<file path="src/hdl/rmts_pkg.sv">
// Shared types and constants of the rate-monotonic tick scheduler.
package rmts_pkg;

    // Task slots in storage; the live task count must be at most this, and nothing checks it.
    localparam int SLOTS   = 4;
    localparam int IDX_W   = 2;
    localparam int CNT_W   = 16;
    localparam int CFG_W   = 16;
    localparam int CFG_IDX_W = 3;
    localparam int RUN_W   = 3;
    localparam int IN_W    = 8;
    localparam int OUT_W   = 32;

    // Configuration register indexes of the first period and first work register.
    localparam logic [CFG_IDX_W-1:0] CFG_PERIOD_BASE = 3'd0;
    localparam logic [CFG_IDX_W-1:0] CFG_WORK_BASE   = 3'd4;

    // Sequencer states.
    typedef enum logic [2:0] {
        ST_IDLE,
        ST_REL,
        ST_SEL,
        ST_DL,
        ST_OUT
    } rmts_state_t;

    // Per-cycle datapath operation.
    typedef enum logic [1:0] {
        OP_NONE,
        OP_REL,
        OP_SEL,
        OP_DL
    } rmts_op_t;

    // Commands from the controller to the datapath.
    typedef struct packed {
        rmts_op_t         op;
        logic [IDX_W-1:0] idx;
        logic             start;
        logic             out_load;
    } rmts_cmd_t;

    // Status from the datapath to the controller.
    typedef struct packed {
        logic out_full;
    } rmts_stat_t;

endpackage

</file>
<file path="src/hdl/rmts_ctrl.sv">
// Sequencer that walks the task slots through release, selection and deadline phases.
module rmts_ctrl #(
    parameter int NUM_TASKS = 4
) (
    input  logic              clk,
    input  logic              rst_n,
    input  logic              in_valid,
    output logic              in_ready,
    input  rmts_pkg::rmts_stat_t stat,
    output rmts_pkg::rmts_cmd_t  cmd
);
    import rmts_pkg::*;

    localparam logic [IDX_W-1:0] LAST_IDX = IDX_W'(NUM_TASKS - 1);

    rmts_state_t      state_reg, state_next;
    logic [IDX_W-1:0] idx_reg, idx_next;
    logic             last;

    // State and slot counter registers.
    always_ff @(posedge clk or negedge rst_n)
    begin
        if (!rst_n)
        begin
            state_reg <= ST_IDLE;
            idx_reg   <= '0;
        end
        else
        begin
            state_reg <= state_next;
            idx_reg   <= idx_next;
        end
    end

    assign last = (idx_reg == LAST_IDX);

    // Next state and commands.
    always_comb
    begin
        state_next   = state_reg;
        idx_next     = idx_reg;
        in_ready     = 1'b0;
        cmd.op       = OP_NONE;
        cmd.idx      = idx_reg;
        cmd.start    = 1'b0;
        cmd.out_load = 1'b0;
        unique case (state_reg)
            ST_IDLE:
            begin
                in_ready = 1'b1;
                if (in_valid)
                begin
                    cmd.start  = 1'b1;
                    idx_next   = '0;
                    state_next = ST_REL;
                end
            end
            ST_REL:
            begin
                cmd.op = OP_REL;
                if (last)
                begin
                    idx_next   = '0;
                    state_next = ST_SEL;
                end
                else
                begin
                    idx_next = idx_reg + 1'b1;
                end
            end
            ST_SEL:
            begin
                cmd.op = OP_SEL;
                if (last)
                begin
                    idx_next   = '0;
                    state_next = ST_DL;
                end
                else
                begin
                    idx_next = idx_reg + 1'b1;
                end
            end
            ST_DL:
            begin
                cmd.op = OP_DL;
                if (last)
                begin
                    idx_next   = '0;
                    state_next = ST_OUT;
                end
                else
                begin
                    idx_next = idx_reg + 1'b1;
                end
            end
            ST_OUT:
            begin
                // Wait for the output register to free up.
                if (!stat.out_full)
                begin
                    cmd.out_load = 1'b1;
                    state_next   = ST_IDLE;
                end
            end
            default:
            begin
                state_next = ST_IDLE;
            end
        endcase
    end

endmodule

</file>
<file path="src/hdl/rmts_dp.sv">
// Task state, configuration registers and per-slot update logic of the scheduler.
module rmts_dp (
    input  logic                           clk,
    input  logic                           rst_n,
    input  logic                           cfg_we,
    input  logic [rmts_pkg::CFG_IDX_W-1:0] cfg_index,
    input  logic [rmts_pkg::CFG_W-1:0]     cfg_data,
    input  logic [rmts_pkg::IDX_W-1:0]     query_task,
    input  rmts_pkg::rmts_cmd_t            cmd,
    output rmts_pkg::rmts_stat_t           stat,
    output logic                           out_valid,
    input  logic                           out_ready,
    output logic [rmts_pkg::OUT_W-1:0]     out_data
);
    import rmts_pkg::*;

    logic [CFG_W-1:0] period_reg [SLOTS];
    logic [CFG_W-1:0] work_reg   [SLOTS];
    logic [CNT_W-1:0] cd_reg     [SLOTS];
    logic [CNT_W-1:0] left_reg   [SLOTS];
    logic [CNT_W-1:0] miss_reg   [SLOTS];

    logic [SLOTS-1:0] released_reg, missed_reg;
    logic             best_valid_reg;
    logic [IDX_W-1:0] best_idx_reg;
    logic [CFG_W-1:0] best_per_reg;
    logic [IDX_W-1:0] query_reg;
    logic [CNT_W-1:0] qmiss_reg;
    logic             out_valid_reg;
    logic [OUT_W-1:0] out_data_reg;

    logic [IDX_W-1:0] i;
    logic [CFG_W-1:0] eff_per;
    logic [CNT_W-1:0] cd_cur, left_cur, miss_cur, miss_inc;
    logic [CNT_W-1:0] cd_next, left_next, miss_next;
    logic             missed_now, released_now, take_best;
    logic [CNT_W-1:0] dl_left;
    logic [RUN_W-1:0] running;

    // Configuration registers.
    always_ff @(posedge clk or negedge rst_n)
    begin
        if (!rst_n)
        begin
            for (int k = 0; k < SLOTS; k++)
            begin
                period_reg[k] <= CFG_W'(1);
                work_reg[k]   <= '0;
            end
        end
        else if (cfg_we)
        begin
            if (cfg_index < CFG_WORK_BASE)
            begin
                period_reg[IDX_W'(cfg_index - CFG_PERIOD_BASE)] <= cfg_data;
            end
            else
            begin
                work_reg[IDX_W'(cfg_index - CFG_WORK_BASE)] <= cfg_data;
            end
        end
    end

    // Current slot's values.
    assign i        = cmd.idx;
    assign eff_per  = (period_reg[i] == '0) ? CFG_W'(1) : period_reg[i];
    assign cd_cur   = cd_reg[i];
    assign left_cur = left_reg[i];
    assign miss_cur = miss_reg[i];
    assign miss_inc = (miss_cur == '1) ? miss_cur : miss_cur + 1'b1;
    assign dl_left  = left_cur - CNT_W'(best_valid_reg && (best_idx_reg == i));
    assign take_best = (left_cur != '0) && (!best_valid_reg || (eff_per < best_per_reg));

    // Per-slot update for the current phase.
    always_comb
    begin
        cd_next      = cd_cur;
        left_next    = left_cur;
        miss_next    = miss_cur;
        missed_now   = 1'b0;
        released_now = 1'b0;
        unique case (cmd.op)
            OP_REL:
            begin
                if (cd_cur == '0)
                begin
                    released_now = 1'b1;
                    if (left_cur != '0)
                    begin
                        missed_now = 1'b1;
                        miss_next  = miss_inc;
                    end
                    left_next = work_reg[i];
                    cd_next   = eff_per;
                end
            end
            OP_DL:
            begin
                left_next = dl_left;
                if ((cd_cur == CNT_W'(1)) && (dl_left != '0))
                begin
                    missed_now = 1'b1;
                    miss_next  = miss_inc;
                    left_next  = '0;
                end
                if (cd_cur != '0)
                begin
                    cd_next = cd_cur - 1'b1;
                end
            end
            OP_SEL, OP_NONE:
            begin
            end
            default:
            begin
            end
        endcase
    end

    // Task state arrays.
    always_ff @(posedge clk or negedge rst_n)
    begin
        if (!rst_n)
        begin
            for (int k = 0; k < SLOTS; k++)
            begin
                cd_reg[k]   <= '0;
                left_reg[k] <= '0;
                miss_reg[k] <= '0;
            end
        end
        else
        begin
            cd_reg[i]   <= cd_next;
            left_reg[i] <= left_next;
            miss_reg[i] <= miss_next;
        end
    end

    // Per-tick masks, selection winner and query capture.
    always_ff @(posedge clk or negedge rst_n)
    begin
        if (!rst_n)
        begin
            released_reg   <= '0;
            missed_reg     <= '0;
            best_valid_reg <= 1'b0;
            best_idx_reg   <= '0;
            best_per_reg   <= '0;
            query_reg      <= '0;
            qmiss_reg      <= '0;
        end
        else if (cmd.start)
        begin
            released_reg   <= '0;
            missed_reg     <= '0;
            best_valid_reg <= 1'b0;
            query_reg      <= query_task;
            qmiss_reg      <= '0;
        end
        else
        begin
            if (released_now)
            begin
                released_reg[i] <= 1'b1;
            end
            if (missed_now)
            begin
                missed_reg[i] <= 1'b1;
            end
            if ((cmd.op == OP_SEL) && take_best)
            begin
                best_valid_reg <= 1'b1;
                best_idx_reg   <= i;
                best_per_reg   <= eff_per;
            end
            if ((cmd.op == OP_DL) && (i == query_reg))
            begin
                qmiss_reg <= miss_next;
            end
        end
    end

    assign running = best_valid_reg ? (RUN_W'(best_idx_reg) + 1'b1) : '0;

    // Output register; it holds a finished word until it is taken.
    always_ff @(posedge clk or negedge rst_n)
    begin
        if (!rst_n)
        begin
            out_valid_reg <= 1'b0;
        end
        else if (cmd.out_load)
        begin
            out_valid_reg <= 1'b1;
        end
        else if (out_ready)
        begin
            out_valid_reg <= 1'b0;
        end
    end

    always_ff @(posedge clk)
    begin
        if (cmd.out_load)
        begin
            out_data_reg <= {5'b0, qmiss_reg, missed_reg, released_reg, running};
        end
    end

    assign out_valid     = out_valid_reg;
    assign out_data      = out_data_reg;
    assign stat.out_full = out_valid_reg && !out_ready;

endmodule

</file>
<file path="src/hdl/rate_monotonic_tick_scheduler_top.sv">
// Top level of the rate-monotonic tick scheduler.
//
//   Channel   Direction  Contents
//   s_*       in         one tick word: query_task
//   m_*       out        one result word per tick
//   cfg_*     in         register writes: index 0..3 periods, 4..7 work counts
//
// In a tick the sequencer visits every task slot once in each of the release,
// selection and deadline phases. The next tick word is taken as soon as the
// sequencer is idle, while the previous result may still wait in the output
// register; a stalled result holds the sequencer in its final step. Reset
// clears all countdowns, work and miss counters, so every task releases on
// the first tick.
module rate_monotonic_tick_scheduler_top #(
    parameter int NUM_TASKS = 4
) (
    input  logic                           clk,
    input  logic                           rst_n,
    // tdata: query_task[1:0], zero fill
    input  logic [rmts_pkg::IN_W-1:0]      s_tdata,
    input  logic                           s_tvalid,
    output logic                           s_tready,
    // tdata: running_task[2:0], released_mask[6:3], missed_mask[10:7],
    // queried_misses[26:11], zero fill
    output logic [rmts_pkg::OUT_W-1:0]     m_tdata,
    output logic                           m_tvalid,
    input  logic                           m_tready,
    input  logic                           cfg_we,
    input  logic [rmts_pkg::CFG_IDX_W-1:0] cfg_index,
    input  logic [rmts_pkg::CFG_W-1:0]     cfg_data
);
    import rmts_pkg::*;

    rmts_cmd_t  cmd;
    rmts_stat_t stat;

    // Sequencer.
    rmts_ctrl #(
        .NUM_TASKS (NUM_TASKS)
    ) u_ctrl (
        .clk      (clk),
        .rst_n    (rst_n),
        .in_valid (s_tvalid),
        .in_ready (s_tready),
        .stat     (stat),
        .cmd      (cmd)
    );

    // Task state and result datapath.
    rmts_dp u_dp (
        .clk        (clk),
        .rst_n      (rst_n),
        .cfg_we     (cfg_we),
        .cfg_index  (cfg_index),
        .cfg_data   (cfg_data),
        .query_task (s_tdata[IDX_W-1:0]),
        .cmd        (cmd),
        .stat       (stat),
        .out_valid  (m_tvalid),
        .out_ready  (m_tready),
        .out_data   (m_tdata)
    );

endmodule
</file>
<file path="config.mk">
export PLATFORM = sky130hd
export DESIGN_NAME = rate_monotonic_tick_scheduler_top
export DESIGN_NICKNAME = d
export VERILOG_FILES = /design/src/hdl/rmts_pkg.sv /design/src/hdl/rmts_ctrl.sv /design/src/hdl/rmts_dp.sv /design/src/hdl/rate_monotonic_tick_scheduler_top.sv
export SDC_FILE = /design/constraint.sdc
export NUM_CORES = 1
export LEC_CHECK = 0
export BUFFER_PORTS_ARGS = -buffer_cell sky130_fd_sc_hd__buf_4
export CORE_MARGIN = 1
export CORE_UTILIZATION = 40
export DETAILED_ROUTE_END_ITERATION = 8
export SYNTH_ARGS = -nofsm -noshare
export SYNTH_HDL_FRONTEND = slang
export SYNTH_SLANG_ARGS = --single-unit
</file>
<file path="constraint.sdc">
create_clock -name clk -period 16.11 [get_ports clk]
set_input_delay 1.611 -clock clk [delete_from_list [all_inputs] [get_ports clk]]
set_output_delay 1.611 -clock clk [all_outputs]
set_load 0.02 [all_outputs]
</file>
==> results.json <==
{
  "cts_root_buf": "clkbuf_16",
  "dieHeight_um": 224,
  "synthTopCellsByCount": "dfrtp_1, mux2_2, nor2_1",
  "min_period_ns": 6.24,
  "rsz0062_at_grt": "false",
  "arrival_ns": 6.71,
  "p_per_area_nw_per_um2": 200,
  "ys_top_cells_by_area": "dfrtp_1, mux2_2, mux4_2, edfxtp_1, a21oi_1",
  "clk_path_buf_depth": 3,
  "p_comb_share_pct": 43.5,
  "drt-met1-wl_um": 21700,
  "crit_required_ns": 16.58,
  "die_w_um": 224,
  "synth-main-ff-cell": "dfrtp_1",
  "gp_congestion": 0.904,
  "place_area_um2": 20700,
  "endpoint_kind": "register",
  "drt_pass1_iterations": 5,
  "setup_viol": 0,
  "io_pins": 66,
  "routed_wl_um": 47100,
  "hold_buffers": 0,
  "n_antenna_cell": 0,
  "maxSlewHeadroom_pct": 25.5,
  "period_share_pct": 38.7,
  "synth_cell_types": 90,
  "tightest_slew_ns": 1.12,
  "num-nets-final": 1709,
  "cts.clk_slew.worst_paths_ns": 0.06,
  "async_reset_ff_share_pct": 93.2,
  "timing.fmax_mhz": 160,
  "grt_pass1_vias": 13538,
  "ys_ff_latch": 398,
  "syn2layout_area_growth_pct": 12.3,
  "port_buffers": 54,
  "cts_tree": "done",
  "clkPwrFrac_pct": 22.4,
  "dr.first_iter.drc_count": 974,
  "numCtsBuffers": 43,
  "critPathLaunchType": "register",
  "drive_above_1_share_pct": 28.3,
  "syn_avg_cell_area_um2": 12.0,
  "power_frac_seq_pct": 34.2,
  "tns_ns": 0,
  "clock_sinks": 398,
  "maxUsedRoutingLayer": "met4",
  "core_area_um2": 48100,
  "yosysMostFrequentCell": "dfrtp_1",
  "cts_resized": 0,
  "vias": 13309,
  "final_util_pct": 45.9,
  "grt_max_degree": 92,
  "grt_pass1_wl_um": 76200,
  "synthCells": 1633,
  "power_leakage_nw": 8.78,
  "crit_type": "register to register",
  "yosysSeqAreaShare_pct": 51.3,
  "synth_edf_count": 27,
  "internal_power_mw": 2.70,
  "avgViaCountPerCell": 5.69,
  "yosys.area.top_type_share_pct": 46.7,
  "rows": 80,
  "start_util_pct": 40.9,
  "p_sw_mw": 1.72,
  "cap_violations": 0,
  "drv_slew": 0,
  "ant_nets": 0,
  "htree_levels": 2,
  "drc": 0,
  "swShare_pct": 38.9,
  "clock_skew_ns": 0.0254,
  "met2_length_um": 22300,
  "fillers": 4338,
  "avgRoutedWirePerCell_um": 20.1,
  "cts_setup_buffers": 0,
  "status": "completed",
  "wl_met3_um": 2150,
  "final_area_um2": 22100,
  "hpwl_um": 30100,
  "grt_use_total_pct": 19.3,
  "irDropWorstVdd_v": 0.000109,
  "netlist_area_um2": 19700,
  "antenna_found_initial": 0,
  "yosysTopAreaCell": "dfrtp_1",
  "yosys_warnings": 0,
  "die_area_um2": 50100,
  "clkLatencyLatePin_ns": 0.57,
  "hold_path.class": "register to register",
  "hold_viol_final": 0,
  "overflow": 0,
  "path_max_fanout": 35
}
## power groups by stage
stage	Combinational, mW	Clock [mW]	Sequential, mW
final	1.92	0.987	1.51
after global routing	2.10	1.05	1.54
after CTS	1.92	1.01	1.51
after detailed placement	1.92	0	1.52
after global placement	1.87	0	1.50
after floorplan	1.47	0	1.43
## cells in the final DEF (no fill, tap or decap), drive strengths merged, types with 9 or more instances in the layout
master and instances:
a21oi 149, a22o 9, edfxtp 27, buf 78, xnor2 10, mux2 197, nand4 27, or2 10
o22ai 13, nor3 27, ha 25, dfrtp 367, nand3 44, nand2b 13, or3 10, clkbuf 65
mux2i 13, mux4 83, xor2 10, o211ai 10, nor4 12, or4 10, inv 53, a31oi 22
nor2 188, o21ai 19, nand2 56
## worst max-delay path, stage by stage, from the launching register on
cell and delay, ns:
dfrtp_4 0.82, buf_4 0.72, mux4_2 0.67, inv_1 0.13, ha_1 0.21, nand3b_1 0.13, nor4_1 0.58, nor4b_4 0.92
o41a_4 0.35, nor2_1 0.09, nor2_4 0.23, nand2_2 0.39, or4_4 0.69, a31oi_1 0.19
## cell type report
class | instances | area, um^2 | area share [%]
inverter | 53 | 199 | 0.901
tap | 656 | 821 | 3.72
clock buffer | 65 | 1260 | 5.70
clock inverter | 11 | 140 | 0.635
timing repair buffer | 78 | 593 | 2.69
sequential | 398 | 10100 | 45.8
multi-input combinational | 1078 | 8960 | 40.6
## cells by family (layout without fill, tap and decap cells)
logic type      after synthesis  after routing  synth area share (%)
buf+inv                     161            207                  3.67
fa+ha+maj                    25             25                  1.59
xor+xnor                     20             20                 0.890
other cells                   1              5                0.0191
compound gates              296            296                  9.75
mux                         293            293                  21.5
flops                       398            398                  51.3
simple gates                439            439                  11.2
## per-stage QoR
stage	hold slack, ns	instances	total power [mW]	setup WS [ns]
finish	0.450	2339	4.41	9.87
global route	0.457	2339	4.70	9.39
CTS	0.448	2339	4.44	9.84
detailed placement	0.432	2263	3.44	9.87
global placement	0.436	2263	3.37	9.87
floorplan	0.425	1637	2.91	11.02
## final timing paths
kind                       slack, ns  depth (start not counted)              endpoint                 start
setup / recovery                9.87                         13     u_dp.miss_reg[22]     u_ctrl.idx_reg[0]
hold / removal                  0.45                          0      u_dp.out_data[6]  u_dp.released_reg[3]
setup reg to reg                9.87                         13     u_dp.miss_reg[22]     u_ctrl.idx_reg[0]
hold reg to reg                 0.45                          0      u_dp.out_data[6]  u_dp.released_reg[3]
max in group asynchronous      12.88                          3     u_dp.left_reg[36]                 rst_n
min in group asynchronous       1.05                          1  u_dp.released_reg[1]                 rst_n
## routing by layer
layer  up-vias  GRT usage (%)
met2       321           31.2
met1      6856           27.0
met5         -              0
li1       6066              -
met3        66           2.72
met4         0           5.48
(Power assumes the default switching activity.)
